===== config.mk =====
export PLATFORM = sky130hd
export DESIGN_NAME = window_patch_extract_pack_flat
export DESIGN_NICKNAME = d
export VERILOG_FILES = /design/src/wpe_pkg.sv /design/src/wpe_pixel_if.sv /design/src/wpe_word_if.sv /design/src/wpe_ram.sv /design/src/wpe_fifo.sv /design/src/wpe_front.sv /design/src/wpe_back.sv /design/src/window_patch_extract_pack.sv /design/src/flat_wrapper.sv
export VERILOG_INCLUDE_DIRS = /design/src /design/src/src
export SDC_FILE = /design/constraint.sdc
export NUM_CORES = 2
export LEC_CHECK = 0
export BUFFER_PORTS_ARGS = -buffer_cell sky130_fd_sc_hd__buf_2
export CAP_MARGIN = 20
export CORE_ASPECT_RATIO = 1.25
export CORE_UTILIZATION = 60
export CTS_BUF_LIST = sky130_fd_sc_hd__clkbuf_4
export DETAILED_ROUTE_END_ITERATION = 12
export GPL_ROUTABILITY_DRIVEN = 0
export HOLD_SLACK_MARGIN = 0.05
export MAX_ROUTING_LAYER = met4
export PLACE_DENSITY_LB_ADDON = 0.3
export SETUP_SLACK_MARGIN = 0.5
export SLEW_MARGIN = 20
export SYNTH_ARGS = -nofsm -noshare
export SYNTH_HDL_FRONTEND = slang
export SYNTH_HIERARCHICAL = 1
export SYNTH_SLANG_ARGS = --single-unit

===== constraint.sdc =====
create_clock -name i_clk -period 31.6 [get_ports i_clk]
set_input_delay 3.16 -clock i_clk [delete_from_list [all_inputs] [get_ports i_clk]]
set_output_delay 3.16 -clock i_clk [all_outputs]
set_load 0.05 [all_outputs]

===== src/assert_macros.svh =====
// Assertion macros shared by the window patch extractor modules.
`ifndef ASSERT_MACROS_SVH
`define ASSERT_MACROS_SVH

// The consequent must hold in the same cycle as the antecedent.
`define WPE_ASSERT_NOW(label, clk, rst_n, ante, cons) \
    label: assert property (@(posedge clk) disable iff (!rst_n) (ante) |-> (cons)) \
        else $error("wpe: same-cycle check failed");

// The consequent must hold in the cycle after the antecedent.
`define WPE_ASSERT_NEXT(label, clk, rst_n, ante, cons) \
    label: assert property (@(posedge clk) disable iff (!rst_n) (ante) |=> (cons)) \
        else $error("wpe: next-cycle check failed");

`endif


===== src/wpe_pkg.sv =====
// Package with constants and types of the window patch extractor.
`default_nettype none
package wpe_pkg;

    localparam int DEF_IMAGE_SIDE     = 28;
    localparam int DEF_PADDED_PATCHES = 172;
    localparam int DEF_GROUP_LANES    = 4;

    localparam int PIX_W       = 8;
    localparam int WORD_W      = 32;
    localparam int GROUP_IDX_W = 6;
    localparam int TAP_W       = 4;
    localparam int TAPS        = 9;
    localparam int PACK_MAX    = 4;
    localparam int LANE_W      = 3;
    localparam int GROUP_W     = 14;
    localparam int QUEUE_DEPTH = 4;

    localparam logic [TAP_W-1:0] TAP_LAST = TAP_W'(TAPS - 1);

    typedef struct packed {
        logic [PIX_W-1:0]   top;
        logic [PIX_W-1:0]   mid;
        logic [PIX_W-1:0]   bot;
        logic               wr_last;
        logic [LANE_W-1:0]  lane_last;
        logic               wr_first;
        logic               col_first;
        logic [LANE_W-1:0]  lane_first;
        logic               emit;
        logic [GROUP_W-1:0] group;
        logic               clear;
    } t_col_op;

endpackage
`default_nettype wire


===== src/wpe_pixel_if.sv =====
// Handshake channel that carries one pixel item.
`default_nettype none
interface wpe_pixel_if import wpe_pkg::*; ();
    logic                    valid;
    logic                    ready;
    logic signed [PIX_W-1:0] pixel;

    modport source (output valid, output pixel, input ready);
    modport sink (input valid, input pixel, output ready);
endinterface
`default_nettype wire


===== src/wpe_word_if.sv =====
// Handshake channel that carries one packed output word item.
`default_nettype none
interface wpe_word_if import wpe_pkg::*; ();
    logic                   valid;
    logic                   ready;
    logic [GROUP_IDX_W-1:0] group_index;
    logic [TAP_W-1:0]       tap_index;
    logic [WORD_W-1:0]      packed_word;
    logic                   last_of_group;
    logic                   last_of_image;

    modport source (output valid, output group_index, output tap_index, output packed_word,
                    output last_of_group, output last_of_image, input ready);
    modport sink (input valid, input group_index, input tap_index, input packed_word,
                  input last_of_group, input last_of_image, output ready);
endinterface
`default_nettype wire


===== src/wpe_ram.sv =====
// Generic single-write, single-read RAM with registered read data.
`default_nettype none
module wpe_ram #(
    parameter int WIDTH = 16,
    parameter int DEPTH = 28
) (
    input  wire logic                     i_clk,
    input  wire logic                     i_we,
    input  wire logic [$clog2(DEPTH)-1:0] i_waddr,
    input  wire logic [WIDTH-1:0]         i_wdata,
    input  wire logic                     i_re,
    input  wire logic [$clog2(DEPTH)-1:0] i_raddr,
    output logic      [WIDTH-1:0]         o_rdata
);
    logic [WIDTH-1:0] r_mem [DEPTH];

    always_ff @(posedge i_clk) begin
        if (i_we) begin
            r_mem[i_waddr] <= i_wdata;
        end
        if (i_re) begin
            o_rdata <= r_mem[i_raddr];
        end
    end
endmodule
`default_nettype wire


===== src/wpe_fifo.sv =====
// Short register queue between the pixel front end and the gather back end.
`default_nettype none
`include "assert_macros.svh"
module wpe_fifo #(
    parameter int WIDTH = 8,
    parameter int DEPTH = 4
) (
    input  wire logic             i_clk,
    input  wire logic             i_rst_n,
    input  wire logic             i_push,
    input  wire logic [WIDTH-1:0] i_data,
    output logic                  o_full,
    input  wire logic             i_pop,
    output logic      [WIDTH-1:0] o_data,
    output logic                  o_empty
);
    localparam int PW = $clog2(DEPTH);
    localparam int CW = $clog2(DEPTH + 1);

    logic [WIDTH-1:0] r_mem [DEPTH];
    logic [PW-1:0]    r_wr_ptr, r_rd_ptr;
    logic [CW-1:0]    r_count;

    always_ff @(posedge i_clk) begin
        if (i_push) begin
            r_mem[r_wr_ptr] <= i_data;
        end
    end

    always_ff @(posedge i_clk) begin
        if (!i_rst_n) begin
            r_wr_ptr <= '0;
            r_rd_ptr <= '0;
            r_count  <= '0;
        end else begin
            if (i_push) begin
                r_wr_ptr <= (r_wr_ptr == PW'(DEPTH - 1)) ? '0 : r_wr_ptr + 1'b1;
            end
            if (i_pop) begin
                r_rd_ptr <= (r_rd_ptr == PW'(DEPTH - 1)) ? '0 : r_rd_ptr + 1'b1;
            end
            if (i_push && !i_pop) begin
                r_count <= r_count + 1'b1;
            end else if (!i_push && i_pop) begin
                r_count <= r_count - 1'b1;
            end
        end
    end

    assign o_full  = (r_count == CW'(DEPTH));
    assign o_empty = (r_count == '0);
    assign o_data  = r_mem[r_rd_ptr];

    `WPE_ASSERT_NOW(a_no_overflow, i_clk, i_rst_n, i_push, r_count != CW'(DEPTH))
    `WPE_ASSERT_NOW(a_no_underflow, i_clk, i_rst_n, i_pop, r_count != '0)
endmodule
`default_nettype wire


===== src/wpe_front.sv =====
// Front end: line store, position counters and per-pixel column classification.
`default_nettype none
module wpe_front import wpe_pkg::*; #(
    parameter int IMAGE_SIDE  = DEF_IMAGE_SIDE,
    parameter int GROUP_LANES = DEF_GROUP_LANES
) (
    input  wire logic  i_clk,
    input  wire logic  i_rst_n,
    wpe_pixel_if.sink  i_pixel_if,
    input  wire logic  i_queue_full,
    output logic       o_push,
    output t_col_op    o_op
);
    localparam int CW = $clog2(IMAGE_SIDE);

    logic             r_s1_valid;
    logic [CW-1:0]    r_col, r_row, r_s1_col, r_s1_row;
    logic [PIX_W-1:0] r_s1_px;
    logic [LANE_W-1:0]  r_lane;
    logic [GROUP_W-1:0] r_group;
    logic [2*PIX_W-1:0] rd_rows;

    logic in_fire, s1_fire;
    logic row_act, fit, wr_last, complete, end_img, partial;
    logic [LANE_W-1:0] lane_inc, lane_after;

    assign s1_fire          = r_s1_valid && !i_queue_full;
    assign i_pixel_if.ready = i_rst_n && (!r_s1_valid || s1_fire);
    assign in_fire          = i_pixel_if.valid && i_pixel_if.ready;

    wpe_ram #(
        .WIDTH (2 * PIX_W),
        .DEPTH (IMAGE_SIDE)
    ) u_line_ram (
        .i_clk   (i_clk),
        .i_we    (s1_fire),
        .i_waddr (r_s1_col),
        .i_wdata ({rd_rows[PIX_W-1:0], r_s1_px}),
        .i_re    (in_fire),
        .i_raddr (r_col),
        .o_rdata (rd_rows)
    );

    always_comb begin
        row_act    = (r_s1_row >= CW'(2)) && !r_s1_row[0];
        fit        = ({1'b0, r_s1_col} + (CW+1)'(2)) <= (CW+1)'(IMAGE_SIDE - 1);
        wr_last    = row_act && !r_s1_col[0] && (r_s1_col >= CW'(2));
        lane_inc   = (r_lane == LANE_W'(GROUP_LANES - 1)) ? '0 : r_lane + 1'b1;
        complete   = wr_last && (r_lane == LANE_W'(GROUP_LANES - 1));
        lane_after = wr_last ? lane_inc : r_lane;
        end_img    = (r_s1_col == CW'(IMAGE_SIDE - 1)) && (r_s1_row == CW'(IMAGE_SIDE - 1));
        partial    = end_img && !complete && (lane_after != '0);

        o_op.top        = rd_rows[2*PIX_W-1:PIX_W];
        o_op.mid        = rd_rows[PIX_W-1:0];
        o_op.bot        = r_s1_px;
        o_op.wr_last    = wr_last;
        o_op.lane_last  = r_lane;
        o_op.wr_first   = row_act && fit;
        o_op.col_first  = r_s1_col[0];
        o_op.lane_first = lane_after;
        o_op.emit       = complete || partial;
        o_op.group      = r_group;
        o_op.clear      = end_img;
    end

    assign o_push = s1_fire;

    always_ff @(posedge i_clk) begin
        if (in_fire) begin
            r_s1_col <= r_col;
            r_s1_row <= r_row;
            r_s1_px  <= i_pixel_if.pixel;
        end
    end

    always_ff @(posedge i_clk) begin
        if (!i_rst_n) begin
            r_s1_valid <= 1'b0;
            r_col      <= '0;
            r_row      <= '0;
            r_lane     <= '0;
            r_group    <= '0;
        end else begin
            if (in_fire) begin
                r_s1_valid <= 1'b1;
                if (r_col == CW'(IMAGE_SIDE - 1)) begin
                    r_col <= '0;
                    r_row <= (r_row == CW'(IMAGE_SIDE - 1)) ? '0 : r_row + 1'b1;
                end else begin
                    r_col <= r_col + 1'b1;
                end
            end else if (s1_fire) begin
                r_s1_valid <= 1'b0;
            end
            if (s1_fire) begin
                r_lane  <= end_img ? '0 : lane_after;
                r_group <= end_img ? '0 : (complete ? r_group + 1'b1 : r_group);
            end
        end
    end
endmodule
`default_nettype wire


===== src/wpe_back.sv =====
// Back end: patch gather registers, group snapshot and word output.
`default_nettype none
`include "assert_macros.svh"
module wpe_back import wpe_pkg::*; #(
    parameter int PADDED_PATCHES = DEF_PADDED_PATCHES,
    parameter int GROUP_LANES    = DEF_GROUP_LANES
) (
    input  wire logic   i_clk,
    input  wire logic   i_rst_n,
    input  wire logic   i_empty,
    input  t_col_op     i_op,
    output logic        o_pop,
    wpe_word_if.source  o_word_if
);
    localparam int PACK       = (GROUP_LANES < PACK_MAX) ? GROUP_LANES : PACK_MAX;
    localparam int LAST_GROUP = PADDED_PATCHES / GROUP_LANES - 1;

    logic [PACK-1:0][TAPS-1:0][PIX_W-1:0] r_gather, g_a, g_b;
    logic [TAPS-1:0][WORD_W-1:0]          r_snap, n_snap;
    logic                                 r_busy;
    logic [TAP_W-1:0]                     r_tap;
    logic [GROUP_W-1:0]                   r_grp;
    logic                                 out_fire, snap_free;

    assign out_fire  = o_word_if.valid && o_word_if.ready;
    assign snap_free = !r_busy || (out_fire && (r_tap == TAP_LAST));
    assign o_pop     = !i_empty && (!i_op.emit || snap_free);

    always_comb begin
        g_a = r_gather;
        for (int k = 0; k < PACK; k++) begin
            if (i_op.wr_last && (i_op.lane_last == LANE_W'(k))) begin
                g_a[k][2] = i_op.top;
                g_a[k][5] = i_op.mid;
                g_a[k][8] = i_op.bot;
            end
        end
        for (int t = 0; t < TAPS; t++) begin
            n_snap[t] = '0;
            for (int k = 0; k < PACK; k++) begin
                n_snap[t][8*k +: 8] = g_a[k][t];
            end
        end
        g_b = i_op.emit ? '0 : g_a;
        for (int k = 0; k < PACK; k++) begin
            if (i_op.wr_first && (i_op.lane_first == LANE_W'(k))) begin
                if (i_op.col_first) begin
                    g_b[k][1] = i_op.top;
                    g_b[k][4] = i_op.mid;
                    g_b[k][7] = i_op.bot;
                end else begin
                    g_b[k][0] = i_op.top;
                    g_b[k][3] = i_op.mid;
                    g_b[k][6] = i_op.bot;
                end
            end
        end
        if (i_op.clear) begin
            g_b = '0;
        end
    end

    always_ff @(posedge i_clk) begin
        if (o_pop && i_op.emit) begin
            r_snap <= n_snap;
            r_grp  <= i_op.group;
        end
    end

    always_ff @(posedge i_clk) begin
        if (!i_rst_n) begin
            r_gather <= '0;
            r_busy   <= 1'b0;
            r_tap    <= '0;
        end else begin
            if (o_pop) begin
                r_gather <= g_b;
            end
            if (o_pop && i_op.emit) begin
                r_busy <= 1'b1;
                r_tap  <= '0;
            end else if (out_fire) begin
                if (r_tap == TAP_LAST) begin
                    r_busy <= 1'b0;
                end else begin
                    r_tap <= r_tap + 1'b1;
                end
            end
        end
    end

    assign o_word_if.valid         = r_busy;
    assign o_word_if.group_index   = r_grp[GROUP_IDX_W-1:0];
    assign o_word_if.tap_index     = r_tap;
    assign o_word_if.packed_word   = r_snap[r_tap];
    assign o_word_if.last_of_group = (r_tap == TAP_LAST);
    assign o_word_if.last_of_image = (r_tap == TAP_LAST) && (r_grp == GROUP_W'(LAST_GROUP));

    `WPE_ASSERT_NOW(a_snap_free_on_load, i_clk, i_rst_n, o_pop && i_op.emit, snap_free)
    `WPE_ASSERT_NEXT(a_tap_in_range, i_clk, i_rst_n, r_busy, r_tap <= TAP_LAST)
endmodule
`default_nettype wire


===== src/window_patch_extract_pack.sv =====
// Top level of the 3x3 stride-2 window patch extractor with four-lane packing.
`default_nettype none
// Pixels of a square image enter one per cycle in raster order while the input is
// ready; the front end reads the two stored rows from the line RAM and classifies
// each pixel into column writes for the patch gather. A four-entry queue separates
// the front end from the back end, which applies those writes and, when a group of
// patches completes, snapshots the group and sends its nine tap words one per cycle
// while the output is ready. The word output port is the limit: a group spans eight
// or more pixels but sends nine words, so on window rows the input is throttled once
// the queue fills.
module window_patch_extract_pack import wpe_pkg::*; #(
    parameter int IMAGE_SIDE     = DEF_IMAGE_SIDE,
    parameter int PADDED_PATCHES = DEF_PADDED_PATCHES,
    parameter int GROUP_LANES    = DEF_GROUP_LANES
) (
    input  wire logic  i_clk,
    input  wire logic  i_rst_n,
    wpe_pixel_if.sink  i_pixel_if,
    wpe_word_if.source o_word_if
);
    localparam int OP_W = $bits(t_col_op);

    logic              push, pop, full, empty;
    t_col_op           front_op, back_op;
    logic [OP_W-1:0]   queue_out;

    wpe_front #(
        .IMAGE_SIDE  (IMAGE_SIDE),
        .GROUP_LANES (GROUP_LANES)
    ) u_front (
        .i_clk        (i_clk),
        .i_rst_n      (i_rst_n),
        .i_pixel_if   (i_pixel_if),
        .i_queue_full (full),
        .o_push       (push),
        .o_op         (front_op)
    );

    wpe_fifo #(
        .WIDTH (OP_W),
        .DEPTH (QUEUE_DEPTH)
    ) u_queue (
        .i_clk   (i_clk),
        .i_rst_n (i_rst_n),
        .i_push  (push),
        .i_data  (front_op),
        .o_full  (full),
        .i_pop   (pop),
        .o_data  (queue_out),
        .o_empty (empty)
    );

    assign back_op = t_col_op'(queue_out);

    wpe_back #(
        .PADDED_PATCHES (PADDED_PATCHES),
        .GROUP_LANES    (GROUP_LANES)
    ) u_back (
        .i_clk     (i_clk),
        .i_rst_n   (i_rst_n),
        .i_empty   (empty),
        .i_op      (back_op),
        .o_pop     (pop),
        .o_word_if (o_word_if)
    );
endmodule
`default_nettype wire

===== src/flat_wrapper.sv =====
// flat-port wrapper written by rule: the top's interface ports become plain ports
module window_patch_extract_pack_flat import wpe_pkg::*;
#(
    parameter int IMAGE_SIDE     = DEF_IMAGE_SIDE,
    parameter int PADDED_PATCHES = DEF_PADDED_PATCHES,
    parameter int GROUP_LANES    = DEF_GROUP_LANES
)
  (i_clk, i_rst_n, i_pixel_if_valid, i_pixel_if_pixel, i_pixel_if_ready, o_word_if_valid, o_word_if_group_index, o_word_if_tap_index, o_word_if_packed_word, o_word_if_last_of_group, o_word_if_last_of_image, o_word_if_ready);
  wpe_pixel_if i_pixel_if_i ();
  wpe_word_if o_word_if_i ();
  input  wire logic i_clk;
  input  wire logic i_rst_n;
  input wire logic [$bits(i_pixel_if_i.valid)-1:0] i_pixel_if_valid;
  input wire logic [$bits(i_pixel_if_i.pixel)-1:0] i_pixel_if_pixel;
  output wire logic [$bits(i_pixel_if_i.ready)-1:0] i_pixel_if_ready;
  output wire logic [$bits(o_word_if_i.valid)-1:0] o_word_if_valid;
  output wire logic [$bits(o_word_if_i.group_index)-1:0] o_word_if_group_index;
  output wire logic [$bits(o_word_if_i.tap_index)-1:0] o_word_if_tap_index;
  output wire logic [$bits(o_word_if_i.packed_word)-1:0] o_word_if_packed_word;
  output wire logic [$bits(o_word_if_i.last_of_group)-1:0] o_word_if_last_of_group;
  output wire logic [$bits(o_word_if_i.last_of_image)-1:0] o_word_if_last_of_image;
  input wire logic [$bits(o_word_if_i.ready)-1:0] o_word_if_ready;
  assign i_pixel_if_i.valid = i_pixel_if_valid;
  assign i_pixel_if_i.pixel = i_pixel_if_pixel;
  assign i_pixel_if_ready = i_pixel_if_i.ready;
  assign o_word_if_valid = o_word_if_i.valid;
  assign o_word_if_group_index = o_word_if_i.group_index;
  assign o_word_if_tap_index = o_word_if_i.tap_index;
  assign o_word_if_packed_word = o_word_if_i.packed_word;
  assign o_word_if_last_of_group = o_word_if_i.last_of_group;
  assign o_word_if_last_of_image = o_word_if_i.last_of_image;
  assign o_word_if_i.ready = o_word_if_ready;
  window_patch_extract_pack #(.IMAGE_SIDE(IMAGE_SIDE), .PADDED_PATCHES(PADDED_PATCHES), .GROUP_LANES(GROUP_LANES)) u_core (.i_clk(i_clk), .i_rst_n(i_rst_n), .i_pixel_if(i_pixel_if_i), .o_word_if(o_word_if_i));
endmodule

==> impl_metrics.py <==
metrics = {
    "worst_setup_path": {
        "crit_path_max_incr_delay_ns": 0.82,
        "timing_worst_setup_path_type": "flop to output pin",
        "timing.critical_path.slowest_stage_cell": "sky130_fd_sc_hd__buf_4",
        "timing.critical_path.arrival_ns": 4.49,
        "worst_setup_path_end_kind": "output pin",
        "reg2reg_slack_ns": 26.94,
        "required_ns": 28.44,
        "path_common_cell": "sky130_fd_sc_hd__buf_4",
        "startpoint_type": "flop",
        "worstPathMaxFanout": 48,
        "timing.critical_path.cells": "buf_4, buf_4, mux4_2, o221ai_1, nand2_1, buf_2",
    },
    "timing": {
        "final.period_utilization": 0.242,
        "timing.final.ws_setup_ns": 23.95,
        "timing.final.hold_violations": 0,
        "timing.clock.skew_ns": 0.0946,
        "timing.fmax_mhz": 131,
        "setup_repair_after_global_routing_missed_its_margin": "no",
        "tightest_hold_margin_ns": 0.393,
        "max_slew.worst_pin.slew_ns": 1.18,
        "number_of_setup_violations_in_the_final_report": 0,
        "maxSlewHeadroom": 0.210,
        "slew_limit_fails": 0,
        "finalSetupTns_ns": 0,
        "min_period_ns": 7.65,
    },
    "routing": {
        "ant_nets": 0,
        "dr.first_iter.drc_count": 2662,
        "drt_first_pass_iters": 6,
        "drt-vias-per-instance": 6.38,
        "drc": 0,
        "drt_wl_total_mm": 116,
        "post_drt_wl_per_cell_microns": 25.3,
        "route.vias.total": 29200,
    },
    "yosys": {
        "synth.yosys.seq_area_share": 0.713,
        "synth.avg_cell_area_sq_um": 16.7,
        "synthesis.nets": 3045,
        "ys.warnings.count": 6,
        "synthesis.area_sq_mm": 0.0505,
        "mapped_cells": 3018,
        "synth-edff-count": 980,
        "async_flop_share": 0,
        "synth.distinct_cells": 85,
        "prevailing_post_synth_register_cell": "sky130_fd_sc_hd__edfxtp_1",
        "ff_latch_count_synth": 1310,
    },
    "clock_network": {
        "path_clk_slew_ns": 0.08,
        "holdBufCountCts": 0,
        "clock_insertion_delay_at_the_later_pin_of_the_skew_report_ns": 1.15,
        "tritoncts": "yes",
        "buffer_type_at_the_clock_tree_root": "sky130_fd_sc_hd__clkbuf_4",
        "cts_sinks": 1310,
        "clock_tree.htree_level_count": 5,
        "ctsLongestPathBuffers": 4,
        "ctsResizeCount": 0,
        "cts_inserted_buffers": 326,
        "post_cts_setup_inserts": 0,
    },
    "grt": {
        "globalRouteTotalUtil": 0.283,
        "globalRouteOverflowTotal": 0,
        "grt_antenna_before_repair": 5,
        "grt_max_degree": 172,
        "grt_pass1_wl_mm": 175,
        "via_count_of_the_first_global_routing_pass": 30700,
    },
    "finish": {
        "layout.cells.most_common": "sky130_fd_sc_hd__edfxtp_1",
        "nFillCells": 5533,
        "seqCellArea_sq_mm": 0.0361,
        "final_nets": 3296,
        "share_of_final_layout_standard_cells_stronger_than_drive_strength_1": 0.273,
        "utilization": 0.672,
        "multi_input_comb_area_sq_mm": 0.0134,
        "layout-area-overhead-vs-synth_pct": 10.5,
        "post_layout_cell_count": 4587,
        "mostFrequentLayoutCells": "sky130_fd_sc_hd__edfxtp_1, sky130_fd_sc_hd__clkbuf_4, sky130_fd_sc_hd__dfxtp_1",
    },
    "floorplanning": {
        "io_pins": 58,
        "chipWidth_microns": 262,
        "coreArea_sq_mm": 0.0831,
        "design.die.area_sq_mm": 0.0854,
        "start_util": 0.608,
        "die_h_microns": 326,
        "num_rows": 118,
    },
    "power": {
        "power.internal_w": 0.00309,
        "power_frac_clock": 0.304,
        "largest_voltage_drop_on_the_vdd_net_uv": 91.6,
        "power_per_cell_area_mw_per_mm2": 80.6,
        "static-leakage-power_nw": 18.8,
        "p_switching_w": 0.00141,
        "comb_power_share": 0.212,
        "power.share.sequential": 0.484,
        "swShare": 0.313,
    },
    "placement": {
        "dp_hpwl_mm": 69.1,
        "io_buffers": 57,
        "post-place-cells": 4015,
        "preCtsSetupSlack_ns": 23.99,
    },
    "hold_path": {
        "worst_hold_path_type": "flop to flop",
    },
    "flow_run": {
        "max_cap_check_violation_count": 0,
    },
    "run_status": {
        "outcome": "complete, no violations",
    },
}
-- cell type report --
| type | instances | share of cell area |
|---|---|---|
| clock buffer | 486 | 0.0653 |
| inverter | 15 | 0.00101 |
| antenna | 8 | 0.000359 |
| tap | 1080 | 0.0242 |
| sequential | 1310 | 0.646 |
| multi-input combinational | 1481 | 0.240 |
| timing repair buffer | 135 | 0.0167 |
| clock inverter | 72 | 0.00684 |
-- synthesized netlist by cell type (36+ instances only) --
master                      instances  area [sq um]
sky130_fd_sc_hd__edfxtp_1         980         29400
sky130_fd_sc_hd__mux2i_1          169          1690
sky130_fd_sc_hd__nor2_1            69           259
sky130_fd_sc_hd__clkbuf_1         112           420
sky130_fd_sc_hd__o2bb2ai_1         36           315
sky130_fd_sc_hd__a22o_1            92           806
sky130_fd_sc_hd__nand3_1           50           250
sky130_fd_sc_hd__mux2_2           133          1500
sky130_fd_sc_hd__nand2_1          177           664
sky130_fd_sc_hd__buf_2             38           190
sky130_fd_sc_hd__dfxtp_1          330          6610
sky130_fd_sc_hd__a21oi_1           74           370
sky130_fd_sc_hd__mux4_2           108          2430
sky130_fd_sc_hd__a32o_1           102          1020
-- per-stage QoR --
step | area (sq um) | total power (W)
floorplan | 50500 | 0.00288
global placement | 51700 | 0.00312
detailed placement | 51700 | 0.00315
CTS | 55700 | 0.00451
global route | 55800 | 0.00467
finish | 55800 | 0.00450
-- state kept, by name, indices dropped and copies added, names as in the netlist, 8 cells and up, named ones only --
name / count
u_core/u_back/r_gather: 96
u_core/u_queue/r_mem: 196
u_core/u_front/u_line_ram/r_mem: 448
u_core/u_back/g_a: 192
u_core/u_back/r_grp: 14
u_core/u_front/r_group: 14
u_core/u_front/r_s1_px: 8
u_core/u_front/u_line_ram/o_rdata: 16
u_core/u_back/r_snap: 288
-- per-layer routing --
metal | up-vias | wire [microns] | track usage
li1 | 12800 | - | -
met4 | 0 | 4890 | 0.152
met5 | - | 0 | -
met3 | 293 | 8030 | 0.0626
met2 | 1364 | 60300 | 0.468
met1 | 14800 | 43000 | 0.320
-- power by group through the flow --
stage	registers (W)	clock network, W	logic, W
detailed placement	0.00222	0	0.000934
CTS	0.00218	0.00140	0.000934
finish	0.00218	0.00137	0.000953
global placement	0.00220	0	0.000914
floorplan	0.00223	0	0.000646
global route	0.00219	0.00149	0.000989
-- logic make-up (layout without fill, tap and decap cells) --
kind of cell    Yosys count  after routing  synth area share
compound gates          539            539            0.0855
xor+xnor                  7              7           0.00121
other cells               0              8                 0
fa+ha+maj                15             15           0.00386
simple gates            490            490            0.0504
flops                  1310           1310             0.713
mux                     430            430             0.121
buf+inv                 227            708            0.0247
-- final timing paths --
path                                                            from                        end  cells after the start
worst max register to register                                  flop  u_core/u_back/r_snap[136]                      6
worst min register to register                  u_core/u_back/g_a[3]    u_core/u_back/r_snap[3]                      0
worst max-delay path            u_core/u_back/o_word_if.tap_index[0]  o_word_if_packed_word[14]                      6
worst min-delay path                            u_core/u_back/g_a[3]    u_core/u_back/r_snap[3]                      0
-- critical path, delay by kind of cell (launching register included) --
family,cells,cell delay (ns)
flip-flops,1,0.67
AO/OA/AOI/OAI,1,0.30
multiplexers,1,0.57
buffers and inverters,3,1.63
AND/OR/NAND/NOR,1,0.15
Note: power is estimated with default switching activity, not from simulation.
